**src/rtl/lbs_pkg.sv**
```systemverilog
// Shared constants, types and codes of the letterbox scaler.
package lbs_pkg;

    // frame store dimensions
    localparam int SRC_MAX_WIDTH  = 512;
    localparam int SRC_MAX_HEIGHT = 512;
    localparam int XW             = $clog2(SRC_MAX_WIDTH);
    localparam int YW             = $clog2(SRC_MAX_HEIGHT);
    localparam int DEPTH          = SRC_MAX_WIDTH * SRC_MAX_HEIGHT;
    localparam int ADDR_W         = $clog2(DEPTH);

    // field and register widths
    localparam int SRC_W     = 10;
    localparam int SCR_W     = 11;
    localparam int CFG_W     = 11;
    localparam int CFG_IDX_W = 2;
    localparam int COORD_W   = 10;
    localparam int RGBA_W    = 24;
    localparam int PIX_W     = 16;
    localparam int S_TDATA_W = 48;
    localparam int M_TDATA_W = 16;

    // register clamp limits
    localparam int SRC_LIMIT = 512;
    localparam int SCR_LIMIT = 1024;

    // fixed point
    localparam int Q16     = 16;
    localparam int DIV_W   = SRC_W + Q16;
    localparam int SCALE_W = DIV_W;
    localparam int OFF_W   = COORD_W;
    localparam int PROD_W  = OFF_W + SCALE_W;
    localparam int S_W     = PROD_W - Q16;
    localparam int CNT_W   = $clog2(DIV_W);

    // decoupling queue
    localparam int FIFO_DEPTH = 4;
    localparam int FPTR_W     = $clog2(FIFO_DEPTH);
    localparam int FCNT_W     = $clog2(FIFO_DEPTH + 1);

    // register indexes
    localparam logic [CFG_IDX_W-1:0] REG_SRC_W = 2'd0;
    localparam logic [CFG_IDX_W-1:0] REG_SRC_H = 2'd1;
    localparam logic [CFG_IDX_W-1:0] REG_SCR_W = 2'd2;
    localparam logic [CFG_IDX_W-1:0] REG_SCR_H = 2'd3;

    // register reset values
    localparam logic [SRC_W-1:0] RST_SRC_W = 10'd320;
    localparam logic [SRC_W-1:0] RST_SRC_H = 10'd240;
    localparam logic [SCR_W-1:0] RST_SCR_W = 11'd424;
    localparam logic [SCR_W-1:0] RST_SCR_H = 11'd240;

    // item opcodes
    localparam logic OP_WRITE = 1'b0;
    localparam logic OP_READ  = 1'b1;

    typedef enum logic [1:0] {
        K_WRITE,
        K_READ,
        K_BORDER
    } t_kind;

    // one queued command for the back end
    typedef struct packed {
        t_kind             kind;
        logic [ADDR_W-1:0] addr;
        logic [RGBA_W-1:0] rgba;
    } t_cmd;

    // geometry derived from the registers
    typedef struct packed {
        logic               valid;
        logic [SCALE_W-1:0] scale;
        logic [SCR_W-1:0]   start_x;
        logic [SCR_W-1:0]   end_x;
        logic [SCR_W-1:0]   start_y;
        logic [SCR_W-1:0]   end_y;
        logic [XW-1:0]      lim_x_m1;
        logic [YW-1:0]      lim_y_m1;
    } t_geom;

endpackage

```
**src/rtl/lbs_front.sv**
```systemverilog
// Front end: accepts items, classifies them and maps screen pixels to store addresses.
module lbs_front (
    input  logic                        i_clk,
    input  logic                        i_rst_n,
    input  lbs_pkg::t_geom              i_geom,
    input  logic                        i_valid,
    output logic                        o_ready,
    input  logic                        i_op,
    input  logic [lbs_pkg::COORD_W-1:0] i_cx,
    input  logic [lbs_pkg::COORD_W-1:0] i_cy,
    input  logic [lbs_pkg::RGBA_W-1:0]  i_rgba,
    output logic                        o_push,
    output lbs_pkg::t_cmd               o_cmd,
    input  logic                        i_full
);

    logic                          en;
    logic                          fire;
    logic [lbs_pkg::SCR_W-1:0]     px;
    logic [lbs_pkg::SCR_W-1:0]     py;
    logic [lbs_pkg::S_W-1:0]       s_x;
    logic [lbs_pkg::S_W-1:0]       s_y;
    logic [lbs_pkg::XW-1:0]        sx;
    logic [lbs_pkg::YW-1:0]        sy;

    // stage 1: classification and offsets
    logic                          r1_valid;
    logic                          r1_op;
    logic                          r1_wr_ok;
    logic                          r1_in_x;
    logic                          r1_in_y;
    logic [lbs_pkg::OFF_W-1:0]     r1_off_x;
    logic [lbs_pkg::OFF_W-1:0]     r1_off_y;
    logic [lbs_pkg::ADDR_W-1:0]    r1_waddr;
    logic [lbs_pkg::RGBA_W-1:0]    r1_rgba;

    // stage 2: scaled offsets
    logic                          r2_valid;
    logic                          r2_op;
    logic                          r2_wr_ok;
    logic                          r2_inside;
    logic [lbs_pkg::PROD_W-1:0]    r2_prod_x;
    logic [lbs_pkg::PROD_W-1:0]    r2_prod_y;
    logic [lbs_pkg::ADDR_W-1:0]    r2_waddr;
    logic [lbs_pkg::RGBA_W-1:0]    r2_rgba;

    assign en      = !(r2_valid && i_full);
    assign o_ready = en && i_geom.valid;
    assign fire    = i_valid && o_ready;
    assign px      = lbs_pkg::SCR_W'(i_cx);
    assign py      = lbs_pkg::SCR_W'(i_cy);

    always_ff @(posedge i_clk) begin
        if (!i_rst_n) begin
            r1_valid <= 1'b0;
            r2_valid <= 1'b0;
        end else if (en) begin
            r1_valid <= fire;
            r2_valid <= r1_valid;
        end
    end

    always_ff @(posedge i_clk) begin
        if (en) begin
            r1_op    <= i_op;
            r1_wr_ok <= (32'(i_cx) < lbs_pkg::SRC_MAX_WIDTH) &&
                        (32'(i_cy) < lbs_pkg::SRC_MAX_HEIGHT);
            // end never exceeds the screen size, so this also covers off-screen reads
            r1_in_x  <= (px >= i_geom.start_x) && (px < i_geom.end_x);
            r1_in_y  <= (py >= i_geom.start_y) && (py < i_geom.end_y);
            r1_off_x <= lbs_pkg::OFF_W'(px - i_geom.start_x);
            r1_off_y <= lbs_pkg::OFF_W'(py - i_geom.start_y);
            r1_waddr <= lbs_pkg::ADDR_W'(32'(i_cy) * lbs_pkg::SRC_MAX_WIDTH + 32'(i_cx));
            r1_rgba  <= i_rgba;

            r2_op     <= r1_op;
            r2_wr_ok  <= r1_wr_ok;
            r2_inside <= r1_in_x && r1_in_y;
            r2_prod_x <= lbs_pkg::PROD_W'(r1_off_x) * lbs_pkg::PROD_W'(i_geom.scale);
            r2_prod_y <= lbs_pkg::PROD_W'(r1_off_y) * lbs_pkg::PROD_W'(i_geom.scale);
            r2_waddr  <= r1_waddr;
            r2_rgba   <= r1_rgba;
        end
    end

    // drop the fraction and clamp to the last stored column and row
    always_comb begin
        s_x = r2_prod_x[lbs_pkg::PROD_W-1:lbs_pkg::Q16];
        s_y = r2_prod_y[lbs_pkg::PROD_W-1:lbs_pkg::Q16];
        sx  = (s_x > lbs_pkg::S_W'(i_geom.lim_x_m1)) ? i_geom.lim_x_m1 : s_x[lbs_pkg::XW-1:0];
        sy  = (s_y > lbs_pkg::S_W'(i_geom.lim_y_m1)) ? i_geom.lim_y_m1 : s_y[lbs_pkg::YW-1:0];
    end

    always_comb begin
        o_cmd.rgba = r2_rgba;
        priority if (r2_op == lbs_pkg::OP_WRITE) begin
            o_cmd.kind = lbs_pkg::K_WRITE;
            o_cmd.addr = r2_waddr;
        end else if (r2_inside) begin
            o_cmd.kind = lbs_pkg::K_READ;
            o_cmd.addr = lbs_pkg::ADDR_W'(32'(sy) * lbs_pkg::SRC_MAX_WIDTH + 32'(sx));
        end else begin
            o_cmd.kind = lbs_pkg::K_BORDER;
            o_cmd.addr = '0;
        end
        // writes outside the store vanish here
        o_push = r2_valid && !i_full && ((r2_op == lbs_pkg::OP_READ) || r2_wr_ok);
    end

endmodule

```
**config.mk**
```make
export PLATFORM = sky130hd
export DESIGN_NAME = lbs_front
export DESIGN_NICKNAME = d
export VERILOG_FILES = /design/src/rtl/lbs_pkg.sv /design/src/rtl/lbs_front.sv
export SDC_FILE = /design/constraint.sdc
export NUM_CORES = 1
export LEC_CHECK = 0
export BUFFER_PORTS_ARGS = -buffer_cell sky130_fd_sc_hd__buf_2
export CAP_MARGIN = 20
export CORE_AREA = 2 2 266 268
export DETAILED_ROUTE_END_ITERATION = 16
export DIE_AREA = 0 0 268 270
export GPL_TIMING_DRIVEN = 1
export PLACE_DENSITY = 0.48
export RECOVER_POWER = 50
export SLEW_MARGIN = 30
export SYNTH_ARGS = -nofsm -noshare
export SYNTH_HDL_FRONTEND = slang
export SYNTH_SLANG_ARGS = --single-unit
```
**constraint.sdc**
```tcl
create_clock -name i_clk -period 8.8 [get_ports i_clk]
set_input_delay 0 -clock i_clk [delete_from_list [all_inputs] [get_ports i_clk]]
set_output_delay 0 -clock i_clk [all_outputs]
set_load 0.005 [all_outputs]
```
==> flow_metrics.py <==
metrics = {
    "status": {
        "failed_checks": "max-capacitance violations, max-slew violations",
        "status": "finished with violations",
    },
    "setup_path": {
        "critPathLaunchType": "register",
        "path_max_fanout": 26,
        "cp.required_ns": 9.00,
        "crit_path_end_kind": "register",
        "cp.arrival_ns": 6.45,
        "critical_path_class": "reg2reg",
    },
    "detailed_routing": {
        "drc_errors": 0,
        "avgRoutedWirePerCell_um": 16.7,
        "ant_nets": 0,
        "firstDrtPassIters": 7,
        "totalWireLength_mm": 57.3,
        "drt-initial-drc-count": 645,
        "via_count": 16144,
        "vias_per_cell": 4.70,
    },
    "clocking": {
        "cts_tree": "built",
        "cts_root_buf": "clkbuf_16",
        "cts_hold_buf": 50,
        "cts.clk_slew.worst_paths_ns": 0.08,
        "clkLatencyLatePin_ns": 0.44,
        "cts_buffer_depth": 2,
        "cts_max_level": 4,
        "clock_sinks": 153,
        "post_cts_buffers": 0,
        "post_cts_resized": 0,
        "cts_inserted_buffers": 17,
    },
    "timing": {
        "setup_viol": 0,
        "grt_setup_unrepaired": "false",
        "drv_slew": 60,
        "setup_tns_ns": 0,
        "period_minus_slack_ns": 6.24,
        "worstMarginPinSlew_ns": 3.27,
        "clock.fmax_ghz": 0.160,
        "finalClockSkew_ns": 0.0148,
        "hold_viol": 0,
        "slew_headroom": -1.18,
        "fin_crit_sh": 0.709,
    },
    "placed_design": {
        "place_congestion": 0.839,
        "port_buffers": 183,
        "placed_area_sq_um": 24400,
        "numPlacedInstances": 3341,
        "place_hpwl_mm": 45.0,
    },
    "die": {
        "ioPinCount": 184,
        "coreArea_sq_um": 69500,
        "dieArea_sq_um": 72400,
        "num_rows": 97,
        "die_w_um": 268,
        "die_h_um": 270,
        "start_util": 0.326,
    },
    "global_routing": {
        "first_global_vias": 17850,
        "gr-usage-all-layers": 0.166,
        "grt_max_degree": 66,
        "antenna_found_initial": 4,
        "grt_pass1_wl_mm": 95.1,
        "overflow": 0,
    },
    "yosys": {
        "synthDistinctLibCells": 61,
        "synth_seq_cells": 153,
        "ys_top_cells_by_area": "fa_1 34%, edfxtp_1 20%, ha_1 11%, inv_1 7.8%, and2_1 7.6%",
        "synth_area_leader_cell": "fa_1",
        "ys.flop_type": "edfxtp_1",
        "synth_nets": 3032,
        "syn_inst": 2318,
        "yosysTopAreaCellShare": 0.335,
        "syn_area_per_cell_sq_um": 9.79,
        "syn_area_sq_um": 22700,
        "synth-edff-count": 151,
        "synth_seq_area_share": 0.202,
        "ys_warn_count": 0,
        "async_flop_share": 0,
    },
    "finish": {
        "drive_above_1_share": 0.0868,
        "fin_area_sq_um": 25600,
        "multi_input_area_sq_um": 15900,
        "mostFrequentLayoutCells": "470 x inv_1, 380 x fa_1, 278 x nand2_1, 277 x and2_1, 196 x ha_1",
        "stdcell_count": 3433,
        "fin_nets": 3190,
        "final_common_cell": "inv_1",
        "nFillCells": 7000,
        "area_delta_synth_final_pct": 12.8,
        "seq_area_sq_um": 4570,
        "post-route-util": 0.368,
    },
    "job": {
        "cap_viol_max_count": 1,
    },
    "hold_path": {
        "hold_path_class": "in2reg",
    },
}
==> cells by family after synthesis <==
group | after synthesis | synth area share
AO/OA/AOI/OAI | 245 | 0.0724
buffers and inverters | 578 | 0.0960
adder cells (fa/ha/maj) | 576 | 0.443
multiplexers | 20 | 0.00882
flip-flops | 153 | 0.202
AND/OR/NAND/NOR | 683 | 0.153
XOR/XNOR | 63 | 0.0243
==> registers in the layout (all words and copies together), names as in the netlist, 10 cells and up <==
signal and cells:
r1_off_x 10, r1_off_y 10, r1_rgba 24, r1_waddr 18, r2_prod_x 20, r2_prod_y 20
r2_rgba 24, r2_waddr 18
==> path summary, 6_finish.rpt <==
check | from | endpoint | slack (ns) | cells after the start
max | r1_off_y[2] | r2_prod_y[33] | 2.56 | 18
min | i_cy[2] | r1_waddr[11] | 0.03 | 2
min reg2reg | r1_waddr[17] | r2_waddr[17] | 0.42 | 0
max reg2reg | r1_off_y[2] | r2_prod_y[33] | 2.56 | 18
==> stage by stage <==
stage | setup slack, ns | hold slack [ns]
floorplan | 3.19 | 0.0332
global placement | 2.49 | 0.176
detailed placement | 2.43 | 0.178
CTS | 2.42 | 0.00802
global route | 2.11 | 0.0168
finish | 2.56 | 0.0264
==> critical path, stage by stage (launching register included) <==
cell and delay, ns:
edfxtp_1 1.00, nand2_1 0.17, fa_1 0.55, inv_1 0.05, fa_1 0.48, fa_1 0.53
fa_1 0.52, inv_1 0.05, fa_1 0.48, inv_1 0.04, ha_1 0.34, a21oi_1 0.18
nand2_1 0.07, nor3_1 0.24, o211ai_1 0.23, a41oi_2 0.32, o21ai_1 0.21, a221o_1 0.38
xor2_1 0.14
==> synthesized netlist by cell type (4+ instances only) <==
cell / instances
clkbuf_1: 101
nand2_1: 278
a21oi_1: 68
nand2b_1: 7
and4_1: 5
nor2b_1: 14
inv_1: 470
and2_1: 277
o21ai_0: 36
xnor2_1: 37
nor3_1: 7
a31oi_1: 4
and3_1: 11
edfxtp_1: 151
mux2i_1: 20
fa_1: 380
ha_1: 196
xor2_1: 26
buf_2: 6
nor2_1: 33
a21o_1: 42
a211o_1: 4
nor4_1: 5
a211oi_1: 10
nand3_1: 22
o22ai_1: 21
o21a_1: 8
nand4_1: 17
o21bai_1: 6
==> area by class of cell <==
cell class	count	share of cell area
inverters	470	0.0690
multi-input cells	1587	0.623
flip-flops and latches	153	0.179
clock inverters	15	0.00690
diodes	4	0.000391
repair buffers	247	0.0594
well taps	940	0.0460
clock buffers	17	0.0166
==> per-layer routing <==
metal	part of all wire	track usage
met5	0	0
met4	0.010	0.0296
met3	0.029	0.0170
met1	0.45	0.220
met2	0.51	0.294
Power is left out: the tool's default activity adds up to more than one toggle a clock period on the data nets, which glitch-free logic cannot reach.
