**config.mk**
```make
export PLATFORM = sky130hd
export DESIGN_NAME = lbs_fifo
export DESIGN_NICKNAME = d
export VERILOG_FILES = /design/src/rtl/lbs_pkg.sv /design/src/rtl/lbs_fifo.sv
export SDC_FILE = /design/constraint.sdc
export NUM_CORES = 1
export LEC_CHECK = 0
export BUFFER_PORTS_ARGS = -buffer_cell sky130_fd_sc_hd__buf_4
export CORE_UTILIZATION = 60
export DETAILED_ROUTE_END_ITERATION = 7
export MAX_ROUTING_LAYER = met4
export PLACE_DENSITY = 0.83
export SYNTH_ARGS = -nofsm -noshare
export SYNTH_HDL_FRONTEND = slang
export SYNTH_SLANG_ARGS = --single-unit
```
**constraint.sdc**
```tcl
create_clock -name i_clk -period 6.7 [get_ports i_clk]
set_input_delay 0.335 -clock i_clk [delete_from_list [all_inputs] [get_ports i_clk]]
set_output_delay 0.335 -clock i_clk [all_outputs]
set_load 0.02 [all_outputs]
```
**src/rtl/lbs_pkg.sv**
```systemverilog
// Shared constants, types and codes of the letterbox scaler.
package lbs_pkg;

    // frame store dimensions
    localparam int SRC_MAX_WIDTH  = 512;
    localparam int SRC_MAX_HEIGHT = 512;
    localparam int XW             = $clog2(SRC_MAX_WIDTH);
    localparam int YW             = $clog2(SRC_MAX_HEIGHT);
    localparam int DEPTH          = SRC_MAX_WIDTH * SRC_MAX_HEIGHT;
    localparam int ADDR_W         = $clog2(DEPTH);

    // field and register widths
    localparam int SRC_W     = 10;
    localparam int SCR_W     = 11;
    localparam int CFG_W     = 11;
    localparam int CFG_IDX_W = 2;
    localparam int COORD_W   = 10;
    localparam int RGBA_W    = 24;
    localparam int PIX_W     = 16;
    localparam int S_TDATA_W = 48;
    localparam int M_TDATA_W = 16;

    // register clamp limits
    localparam int SRC_LIMIT = 512;
    localparam int SCR_LIMIT = 1024;

    // fixed point
    localparam int Q16     = 16;
    localparam int DIV_W   = SRC_W + Q16;
    localparam int SCALE_W = DIV_W;
    localparam int OFF_W   = COORD_W;
    localparam int PROD_W  = OFF_W + SCALE_W;
    localparam int S_W     = PROD_W - Q16;
    localparam int CNT_W   = $clog2(DIV_W);

    // decoupling queue
    localparam int FIFO_DEPTH = 4;
    localparam int FPTR_W     = $clog2(FIFO_DEPTH);
    localparam int FCNT_W     = $clog2(FIFO_DEPTH + 1);

    // register indexes
    localparam logic [CFG_IDX_W-1:0] REG_SRC_W = 2'd0;
    localparam logic [CFG_IDX_W-1:0] REG_SRC_H = 2'd1;
    localparam logic [CFG_IDX_W-1:0] REG_SCR_W = 2'd2;
    localparam logic [CFG_IDX_W-1:0] REG_SCR_H = 2'd3;

    // register reset values
    localparam logic [SRC_W-1:0] RST_SRC_W = 10'd320;
    localparam logic [SRC_W-1:0] RST_SRC_H = 10'd240;
    localparam logic [SCR_W-1:0] RST_SCR_W = 11'd424;
    localparam logic [SCR_W-1:0] RST_SCR_H = 11'd240;

    // item opcodes
    localparam logic OP_WRITE = 1'b0;
    localparam logic OP_READ  = 1'b1;

    typedef enum logic [1:0] {
        K_WRITE,
        K_READ,
        K_BORDER
    } t_kind;

    // one queued command for the back end
    typedef struct packed {
        t_kind             kind;
        logic [ADDR_W-1:0] addr;
        logic [RGBA_W-1:0] rgba;
    } t_cmd;

    // geometry derived from the registers
    typedef struct packed {
        logic               valid;
        logic [SCALE_W-1:0] scale;
        logic [SCR_W-1:0]   start_x;
        logic [SCR_W-1:0]   end_x;
        logic [SCR_W-1:0]   start_y;
        logic [SCR_W-1:0]   end_y;
        logic [XW-1:0]      lim_x_m1;
        logic [YW-1:0]      lim_y_m1;
    } t_geom;

endpackage

```
**src/rtl/lbs_fifo.sv**
```systemverilog
// Short command queue between front and back end.
module lbs_fifo (
    input  logic          i_clk,
    input  logic          i_rst_n,
    input  logic          i_push,
    input  lbs_pkg::t_cmd i_cmd,
    output logic          o_full,
    input  logic          i_pop,
    output lbs_pkg::t_cmd o_cmd,
    output logic          o_empty
);

    lbs_pkg::t_cmd               r_q [lbs_pkg::FIFO_DEPTH];
    logic [lbs_pkg::FPTR_W-1:0]  r_wr_ptr;
    logic [lbs_pkg::FPTR_W-1:0]  r_rd_ptr;
    logic [lbs_pkg::FCNT_W-1:0]  r_count;
    logic                        do_push;
    logic                        do_pop;

    assign o_full  = (r_count == lbs_pkg::FCNT_W'(lbs_pkg::FIFO_DEPTH));
    assign o_empty = (r_count == '0);
    assign do_push = i_push && !o_full;
    assign do_pop  = i_pop && !o_empty;
    assign o_cmd   = r_q[r_rd_ptr];

    always_ff @(posedge i_clk) begin
        if (!i_rst_n) begin
            r_wr_ptr <= '0;
            r_rd_ptr <= '0;
            r_count  <= '0;
        end else begin
            if (do_push) begin
                r_wr_ptr <= (r_wr_ptr == lbs_pkg::FPTR_W'(lbs_pkg::FIFO_DEPTH - 1)) ?
                            '0 : r_wr_ptr + 1'b1;
            end
            if (do_pop) begin
                r_rd_ptr <= (r_rd_ptr == lbs_pkg::FPTR_W'(lbs_pkg::FIFO_DEPTH - 1)) ?
                            '0 : r_rd_ptr + 1'b1;
            end
            unique case ({do_push, do_pop})
                2'b10:   r_count <= r_count + 1'b1;
                2'b01:   r_count <= r_count - 1'b1;
                default: r_count <= r_count;
            endcase
        end
    end

    always_ff @(posedge i_clk) begin
        if (do_push) begin
            r_q[r_wr_ptr] <= i_cmd;
        end
    end

endmodule

```
==> results.json, run 1 <==
{
  "outcome": "finished clean",
  "place_congestion": 0.687,
  "rsz0062_at_grt": "false",
  "postRouteAntennaNets": 0,
  "hpwlAfterDp_mm": 6.67,
  "startpoint_type": "register",
  "fin_util_pct": 74.7,
  "clock_latency_ps": 420,
  "setup_violations": 0,
  "io_buffer_count": 93,
  "slowest_stage": "dfxtp_4",
  "r2r_start": "r_count[2]",
  "finalPower_w": 0.00321,
  "syn_nets": 341,
  "seqCellArea_um2": 5470,
  "cts.clk_slew.worst_paths_ps": 60,
  "worstPathRequired_ps": 6360,
  "viasPerCell": 5.83,
  "synth_seq_cells": 185,
  "yosysUniqueCellTypes": 26,
  "wl_met3_um": 713,
  "nets": 444,
  "route.top_layer_used": "met4",
  "worst_slew_pin_slew_ps": 1190,
  "dp_slack_ps": 4330,
  "grt_pass1_wl_mm": 17.9,
  "fp.dieH_um": 109,
  "wl_met1_mm": 4.88,
  "clk_path_buf_depth": 2,
  "drv_slew": 0,
  "cp_cell_sequence": "mux4_1, buf_4",
  "synth_top_area_share_pct": 76.6,
  "core.rowCount": 38,
  "area_growth_syn_to_layout_pct": 19.4,
  "hold_class": "input port to register",
  "root_buffer": "clkbuf_16",
  "grt_max_degree": 45,
  "leakage_nw": 2.81,
  "die_area_um2": 11900,
  "synth-async-reset-ratio_pct": 0,
  "drive_gt1_share_pct": 42.4,
  "wl_met2_mm": 6.50,
  "drt-initial-drc-count": 227,
  "numCtsBuffers": 17,
  "die_w_um": 109,
  "grt_pass1_vias": 3260,
  "tns_ps": 0,
  "ys_seq_area_share_pct": 79.2,
  "synth_area_leaders": "edfxtp_1 (77%), mux4_2 (13%), dfxtp_1 (2.6%), mux4_1 (1.5%), buf_12 (1.2%)",
  "finalHoldViolCount": 0,
  "fin_ws_ps": 4130,
  "antenna_cells": 0,
  "start_util_pct": 62.6,
  "arrival_ps": 2240,
  "wl_per_cell_um": 22.7,
  "drt_wl_total_mm": 12.3,
  "relSlewSlack_pct": 20.6,
  "min_period_ps": 2570,
  "cts_num_sinks": 185,
  "hold_path_startpoint": "i_cmd[41]",
  "boundaryPins": 94,
  "cts_max_level": 4,
  "ys_top_cells_by_count": "edfxtp_1 (176), mux4_2 (40), dfxtp_1 (9)",
  "synth_area_per_cell_um2": 24.1,
  "path_buf_inv": 1,
  "peakVddDrop_mv": 0.264,
  "synth_flop_cell": "edfxtp_1",
  "coreArea_um2": 11000,
  "cts_hold_buf": 0,
  "synth_area_leader_cell": "edfxtp_1",
  "fmax_mhz": 389,
  "yosys.cell_count.top_type": "edfxtp_1",
  "drv_cap": 0,
  "synth_edf_count": 176,
  "fin_crit_sh_pct": 38.4,
  "antenna_found_initial": 0,
  "critPathTopFamily": "flip-flops",
  "globalRouteOverflowTotal": 0,
  "first_pass_iters": 5,
  "multi_input_area_um2": 1290,
  "yosysWarnings": 0,
  "syn_area_um2": 6900,
  "cts_tree": "yes",
  "path_class": "register to primary output",
  "grt_usage_pct": 22.8,
  "power_density_nw_per_um2": 390,
  "drc": 0,
  "fin_skew_ps": 10.0,
  "cts_setup_buffers": 0,
  "cts-resized-gates": 0,
  "end_kind": "primary output",
  "synthCells": 286,
  "vias": 3155,
  "crit_path_max_fanout": 44,
  "regToRegSetupSlack_ps": 4320,
  "cpPeakStageDelay_ps": 920,
  "fill_cells": 610
}
==> sequential cells by signal, summed over array words and instances (netlist names), named ones only <==
register	count
r_q	176
r_rd_ptr	2
r_count	3
r_wr_ptr	2
==> final cells by class <==
| class | instances | share of cell area [%] |
|---|---|---|
| well taps | 140 | 2.13 |
| clock inverters | 14 | 1.59 |
| repair buffers | 96 | 8.75 |
| inverters | 7 | 0.319 |
| multi-input cells | 82 | 15.7 |
| clock buffers | 17 | 5.16 |
| flip-flops and latches | 185 | 66.4 |
==> through the flow <==
step                      std cells  hold WS, ps  cell area (µm²)
after CTS                       541         98.0             8240
after global placement          510          483             7680
after detailed placement        510          514             7680
after global routing            541         94.1             8240
after floorplan                 286          434             6900
final                           541          114             8240
==> worst register-to-register path, cell delays in order (launching register included) <==
cell and delay [ps]:
dfxtp_1 340, nor3b_2 180, nor2b_1 420, and2_2 1040
==> cell usage in the layout (no fill, tap or decap), drive strengths merged, types with 4 or more instances in the layout <==
cell    instances
and2            6
buf            96
clkbuf         17
clkinv          9
dfxtp           9
edfxtp        176
ha              6
inv             8
mux4           44
nand2           7
o21ai           4
==> power by group <==
part,switching [W],internal [W]
Sequential,0.000118,0.00140
Clock,0.000401,0.000541
Combinational,0.000365,0.000383
==> worst paths after layout <==
| kind | endpoint | depth (start not counted) |
|---|---|---|
| worst min-delay path | r_q[0][41] | 1 |
| worst min register to register | r_wr_ptr[0] | 2 |
| worst max-delay path | o_cmd[36] | 2 |
| worst max register to register | r_q[3][30] | 3 |
==> per-layer routing <==
| layer | vias up | track usage (%) |
|---|---|---|
| li1 | 1392 | - |
| met1 | 1638 | 28.6 |
| met2 | 111 | 36.2 |
| met3 | 14 | 6.34 |
| met4 | 0 | 8.10 |
| met5 | - | - |
==> cells by family (layout without fill, tap and decap cells) <==
family,count (synthesis),in the layout,synth area share [%]
buffers and inverters,19,134,2.19
adder cells (fa/ha/maj),7,7,1.38
AND/OR/NAND/NOR,21,21,1.61
XOR/XNOR,2,2,0.254
flip-flops,185,185,79.2
multiplexers,46,46,14.9
AO/OA/AOI/OAI,6,6,0.508
No activity file was read; power rests on OpenSTA's default activity.
==> inputs of run 2 (changes only) <==
--- a/config.mk
+++ b/config.mk
@@ -5,11 +5,12 @@
 export SDC_FILE = /design/constraint.sdc
 export NUM_CORES = 1
 export LEC_CHECK = 0
+export ABC_AREA = 1
 export BUFFER_PORTS_ARGS = -buffer_cell sky130_fd_sc_hd__buf_4
-export CORE_UTILIZATION = 60
+export CORE_UTILIZATION = 57
 export DETAILED_ROUTE_END_ITERATION = 7
 export MAX_ROUTING_LAYER = met4
-export PLACE_DENSITY = 0.83
+export PLACE_DENSITY = 0.79
 export SYNTH_ARGS = -nofsm -noshare
 export SYNTH_HDL_FRONTEND = slang
 export SYNTH_SLANG_ARGS = --single-unit
==> constraint.sdc (replaced) <==
create_clock -name i_clk -period 2.6 [get_ports i_clk]
set_input_delay 0.13 -clock i_clk [delete_from_list [all_inputs] [get_ports i_clk]]
set_output_delay 0.13 -clock i_clk [all_outputs]
set_load 0.02 [all_outputs]
==> run 2 against run 1 <==
  * Register-to-register slack got worse by 3900 ps
  * Sequential cell count unchanged
  * Utilization down 0.41 points
  * Area after synthesis grew 3.0%
  * Clock power up 140%
  * Global-route usage up 1.1 points
  * First-iteration DRC count rose by 86%
  * Critical endpoint is now o_cmd[18]
==> results.json, run 2 <==
{
  "grt_pass1_wl_mm": 22.2,
  "power_density_nw_per_um2": 990,
  "layout_commonest_cell": "edfxtp_1",
  "synth_top_family_by_area": "compound AO/OA/AOI/OAI gates",
  "cts-resized-gates": 0,
  "cts.clk_slew.worst_paths_ps": 60,
  "min_period_ps": 2320,
  "outcome": "finished clean",
  "rsz0062_at_grt": "false",
  "swShare_pct": 33.9,
  "end_kind": "primary output",
  "antenna_found_initial": 0,
  "fmax_mhz": 432,
  "place_congestion": 0.740,
  "synth_top_area_share_pct": 74.3,
  "layout_common_cells": "edfxtp_1 (176), buf_4 (96), nor2_1 (84), o21ai_0 (83), dlygate4sd3_1 (47)",
  "seqCellArea_um2": 5470,
  "grt_max_degree": 89,
  "finalPower_w": 0.00891,
  "combPwrFrac_pct": 32.8,
  "yosysWarnings": 0,
  "drt_wl_total_mm": 14.2,
  "startpoint_type": "register",
  "synth_compound_area_share_pct": 11.5,
  "antenna_cells": 0,
  "viasPerCell": 5.58,
  "grt_pass1_vias": 4627,
  "numCtsBuffers": 17,
  "leakage_nw": 3.23,
  "hold_path_startpoint": "i_pop",
  "drv_cap": 0,
  "final_cells": 816,
  "synth_xor_area_share_pct": 0,
  "largest_reg_flops": 176,
  "path_class": "register to primary output",
  "synth_simple_gate_area_share_pct": 6.76,
  "grt_usage_pct": 23.9,
  "p_int_w": 0.00589,
  "syn_area_um2": 7110,
  "yosys.cell_count.top_type": "edfxtp_1",
  "synthCells": 495,
  "boundaryPins": 94,
  "finalHoldViolCount": 0,
  "worst_slew_pin_slew_ps": 652,
  "core.rowCount": 40,
  "postRouteAntennaNets": 0,
  "die_w_um": 114,
  "power_frac_clock_pct": 25.5,
  "ys_seq_area_share_pct": 76.8,
  "place_inst": 737,
  "peakVddDrop_mv": 0.697,
  "clock_latency_ps": 420,
  "yosysUniqueCellTypes": 24,
  "root_buffer": "clkbuf_16",
  "die_area_um2": 12900,
  "fill_cells": 744,
  "r2r_start": "r_count[0]",
  "vias": 4553,
  "synth_area_leaders": "edfxtp_1 (74%), o21ai_0 (5.8%), nor2_1 (4.6%), o22ai_1 (3.0%), dfxtp_1 (2.5%)",
  "setup_violations": 0,
  "syn_nets": 550,
  "ys_top_cells_by_count": "edfxtp_1 (176), nor2_1 (88), o21ai_0 (83)",
  "clk_path_buf_depth": 2,
  "synth_fa_ha_area_share_pct": 1.34,
  "fp.dieH_um": 114,
  "worstPathRequired_ps": 2470,
  "drv_slew": 0,
  "synth_flop_cell": "edfxtp_1",
  "fin_crit_sh_pct": 89.0,
  "arrival_ps": 2190,
  "reg.largest.list": "r_q: 176 flops, r_count: 3 flops",
  "drt-initial-drc-count": 423,
  "synth_area_per_cell_um2": 14.4,
  "synth_edf_count": 176,
  "drive_gt1_share_pct": 24.5,
  "synth-async-reset-ratio_pct": 0,
  "cts_tree": "yes",
  "synthMuxAreaShare_pct": 0,
  "start_util_pct": 58.7,
  "synth_seq_cells": 185,
  "globalRouteOverflowTotal": 0,
  "relSlewSlack_pct": 56.5,
  "multi_input_area_um2": 1420,
  "io_buffer_count": 93,
  "top_register": "r_q",
  "hpwlAfterDp_mm": 7.56,
  "first_pass_iters": 4,
  "coreArea_um2": 12100,
  "crit_path_max_fanout": 88,
  "nets": 690,
  "wl_per_cell_um": 17.3,
  "cts_num_sinks": 185,
  "switching_power_w": 0.00302,
  "hold_class": "input port to register",
  "p_seq_share_pct": 41.7,
  "holdWs_ps": 34.7,
  "drc": 0,
  "area_growth_syn_to_layout_pct": 26.5,
  "cts_max_level": 4,
  "synth_area_leader_cell": "edfxtp_1",
  "fin_skew_ps": 6.85
}
==> run 2: cell count changes after synthesis, moves of 7 or more <==
| cell | delta |
|---|---|
| inv_1 | +10 |
| mux4_2 | -40 |
| buf_2 | +13 |
| o22ai_2 | +10 |
| nor2_2 | +10 |
| o22ai_1 | +34 |
| o21ai_0 | +79 |
| o21ai_1 | +7 |
| nor2_1 | +86 |
==> run 2: critical path, stage by stage (launching register included) <==
cell	delay, ps
dfxtp_2	720
inv_6	390
o21ai_0	310
o22ai_1	150
buf_4	180
==> run 2: worst paths after layout <==
path | depth (start not counted) | endpoint | slack (ps)
worst max-delay path | 4 | o_cmd[18] | 280
worst min-delay path | 4 | register | 30
worst max register to register | 12 | r_count[2] | 440
worst min register to register | 2 | r_count[1] | 550
==> run 2: cell families after synthesis <==
family	count (synthesis)
flip-flops	185
AO/OA/AOI/OAI	140
AND/OR/NAND/NOR	117
buffers and inverters	46
adder cells (fa/ha/maj)	7
==> run 2: metrics by stage <==
stage / setup TNS [ps] / utilization, % / area, µm² / setup WS [ps]
final: 0 / 74.3 / 9000 / 285
after CTS: 0 / 74.3 / 9000 / 261
after global routing: 0 / 74.3 / 9000 / 99.3
after detailed placement: 0 / 66.0 / 8000 / 474
after global placement: 0 / 66.0 / 8000 / 566
after floorplan: -68890 / - / 7110 / -391
==> run 2: layer usage <==
metal	vias up	global-route usage [%]	share of wire (%)	wire length (µm)
met4	0	7.89	1.1	159
met1	2212	27.3	39	5450
li1	2118	-	-	-
met5	-	-	0	0
met3	18	6.43	7.9	1120
met2	205	41.0	52	7420
==> run 2: what timing repair did <==
| item | in CTS | in global routing |
|---|---|---|
| endpoints found under the hold margin | 184 | 0 |
| buffers inserted | 0 | 0 |
| hold buffers | 47 | 0 |
==> run 2: layout make-up <==
class                      count  share of cell area (%)
multi-input combinational    264                    15.8
clock inverter                14                    1.11
sequential                   185                    60.8
clock buffer                  18                    4.77
inverter                      19                   0.848
tap                          168                    2.34
timing repair buffer         148                    14.4
==> run 2: power groups by stage <==
stage / Combinational [W] / Sequential [W] / Clock [W]
final: 0.00293 / 0.00371 / 0.00227
after global routing: 0.00315 / 0.00374 / 0.00242
after CTS: 0.00292 / 0.00371 / 0.00229
after detailed placement: 0.00284 / 0.00377 / 0
after global placement: 0.00277 / 0.00376 / 0
after floorplan: 0.00182 / 0.00372 / 0
==> inputs of run 3 (changes only) <==
--- a/config.mk
+++ b/config.mk
@@ -7,10 +7,11 @@
 export LEC_CHECK = 0
 export ABC_AREA = 1
 export BUFFER_PORTS_ARGS = -buffer_cell sky130_fd_sc_hd__buf_4
-export CORE_UTILIZATION = 57
+export CORE_UTILIZATION = 54
 export DETAILED_ROUTE_END_ITERATION = 7
 export MAX_ROUTING_LAYER = met4
-export PLACE_DENSITY = 0.79
+export PLACE_DENSITY = 0.75
+export SETUP_SLACK_MARGIN = 0.5
 export SYNTH_ARGS = -nofsm -noshare
 export SYNTH_HDL_FRONTEND = slang
 export SYNTH_SLANG_ARGS = --single-unit
==> run 3 against run 2 <==
  * Wire length grew 1.4%
  * Power increased by 5.6%
  * Worst hold slack improved by 9.4 ps
  * Critical endpoint is now o_cmd[43]
==> results.json, run 3 (synthesis results as in run 2) <==
{
  "fill_cells": 823,
  "area_growth_syn_to_layout_pct": 28.5,
  "outcome": "finished clean",
  "p_int_w": 0.00639,
  "swShare_pct": 32.1,
  "clk_path_buf_depth": 2,
  "root_buffer": "clkbuf_16",
  "layout_common_cells": "edfxtp_1 (176), buf_4 (98), nor2_1 (84), o21ai_0 (83), dlygate4sd3_1 (46)",
  "arrival_ps": 1850,
  "rsz0062_at_grt": "false",
  "holdWs_ps": 44.1,
  "first_pass_iters": 5,
  "final_cells": 822,
  "wl_per_cell_um": 17.5,
  "crit_path_max_fanout": 30,
  "viasPerCell": 5.43,
  "layout_commonest_cell": "edfxtp_1",
  "die_w_um": 117,
  "peakVddDrop_mv": 0.752,
  "boundaryPins": 94,
  "start_util_pct": 55.9,
  "end_kind": "primary output",
  "worst_slew_pin_slew_ps": 353,
  "tns_ps": 0,
  "path_class": "register to primary output",
  "antenna_found_initial": 0,
  "nets": 692,
  "vias": 4464,
  "multi_input_area_um2": 1440,
  "relSlewSlack_pct": 76.5,
  "seqCellArea_um2": 5470,
  "cts_num_sinks": 185,
  "finalHoldViolCount": 0,
  "postRouteAntennaNets": 0,
  "numCtsBuffers": 17,
  "drv_slew": 0,
  "switching_power_w": 0.00302,
  "place_congestion": 0.716,
  "p_seq_share_pct": 39.8,
  "grt_max_degree": 89,
  "min_period_ps": 1980,
  "combPwrFrac_pct": 31.4,
  "fin_skew_ps": 5.26,
  "top_register": "r_q",
  "globalRouteOverflowTotal": 0,
  "worstPathRequired_ps": 2470,
  "reg.largest.list": "r_q: 176 flops, r_count: 3 flops",
  "cts_max_level": 4,
  "regToRegSetupSlack_ps": 680,
  "drt_wl_total_mm": 14.4,
  "hpwlAfterDp_mm": 7.87,
  "cts.clk_slew.worst_paths_ps": 60,
  "fmax_mhz": 506,
  "hold_class": "input port to register",
  "place_inst": 743,
  "leakage_nw": 3.31,
  "drv_cap": 0,
  "clock_latency_ps": 420,
  "fin_crit_sh_pct": 76.0,
  "setup_violations": 0,
  "largest_reg_flops": 176,
  "power_density_nw_per_um2": 1030,
  "grt_pass1_vias": 4467,
  "io_buffer_count": 93,
  "fin_util_pct": 71.8,
  "antenna_cells": 0,
  "drt-initial-drc-count": 383,
  "grt_pass1_wl_mm": 21.7,
  "drc": 0,
  "grt_usage_pct": 23.0,
  "startpoint_type": "register",
  "cts_tree": "yes",
  "core.rowCount": 41,
  "coreArea_um2": 12700,
  "final_area_um2": 9140,
  "placed_cell_area_um2": 7990,
  "drive_gt1_share_pct": 25.2,
  "fp.dieH_um": 117,
  "die_area_um2": 13600,
  "power_frac_clock_pct": 28.8
}
-- run 3: metrics by stage --
step	worst slack (ps)	power [W]
2_1_floorplan	293	0.00555
3_3_place_gp	564	0.00654
3_5_place_dp	433	0.00664
4_1_cts	548	0.00943
5_1_grt	532	0.00984
6_report	623	0.00941
-- run 3: worst paths after layout --
path / start / to / cells after the start
min reg2reg: r_count[1] / r_count[1] / 2
max reg2reg: r_count[2] / r_count[2] / 13
max: register / o_cmd[43] / 4
min: i_push / r_wr_ptr[1] / 3
-- run 3: layout make-up --
cell class,count,share of cell area (%)
tap,172,2.36
inverter,19,0.986
clock buffer,17,4.66
sequential,185,59.9
timing repair buffer,150,14.1
clock inverter,15,2.25
multi-input combinational,264,15.7
-- run 3: per-layer routing --
metal	GRT usage (%)	share of wire, %
met2	37.9	51
met4	7.76	0.97
met5	-	0
met1	26.9	42
met3	7.37	6.0
-- run 3: critical path, stage by stage, from the launching register on --
cell     delay, ps
dfxtp_4        520
buf_6          280
o21ai_0        120
o22ai_1        290
buf_4          210
-- run 3: repair_timing --
action / CTS / global route
hold endpoints to repair: 183 / 0
buffers inserted: 0 / 1
gates resized for setup: 7 / 4
endpoints found under the setup margin: 45 / 8
cloned: 0 / 0
hold buffers: 46 / 0
-- run 3: power groups by stage --
stage	clock network [W]	registers, W	logic, W
global route	0.00287	0.00377	0.00320
floorplan	0	0.00371	0.00183
finish	0.00271	0.00374	0.00296
global placement	0	0.00378	0.00276
detailed placement	0	0.00380	0.00284
CTS	0.00276	0.00375	0.00292
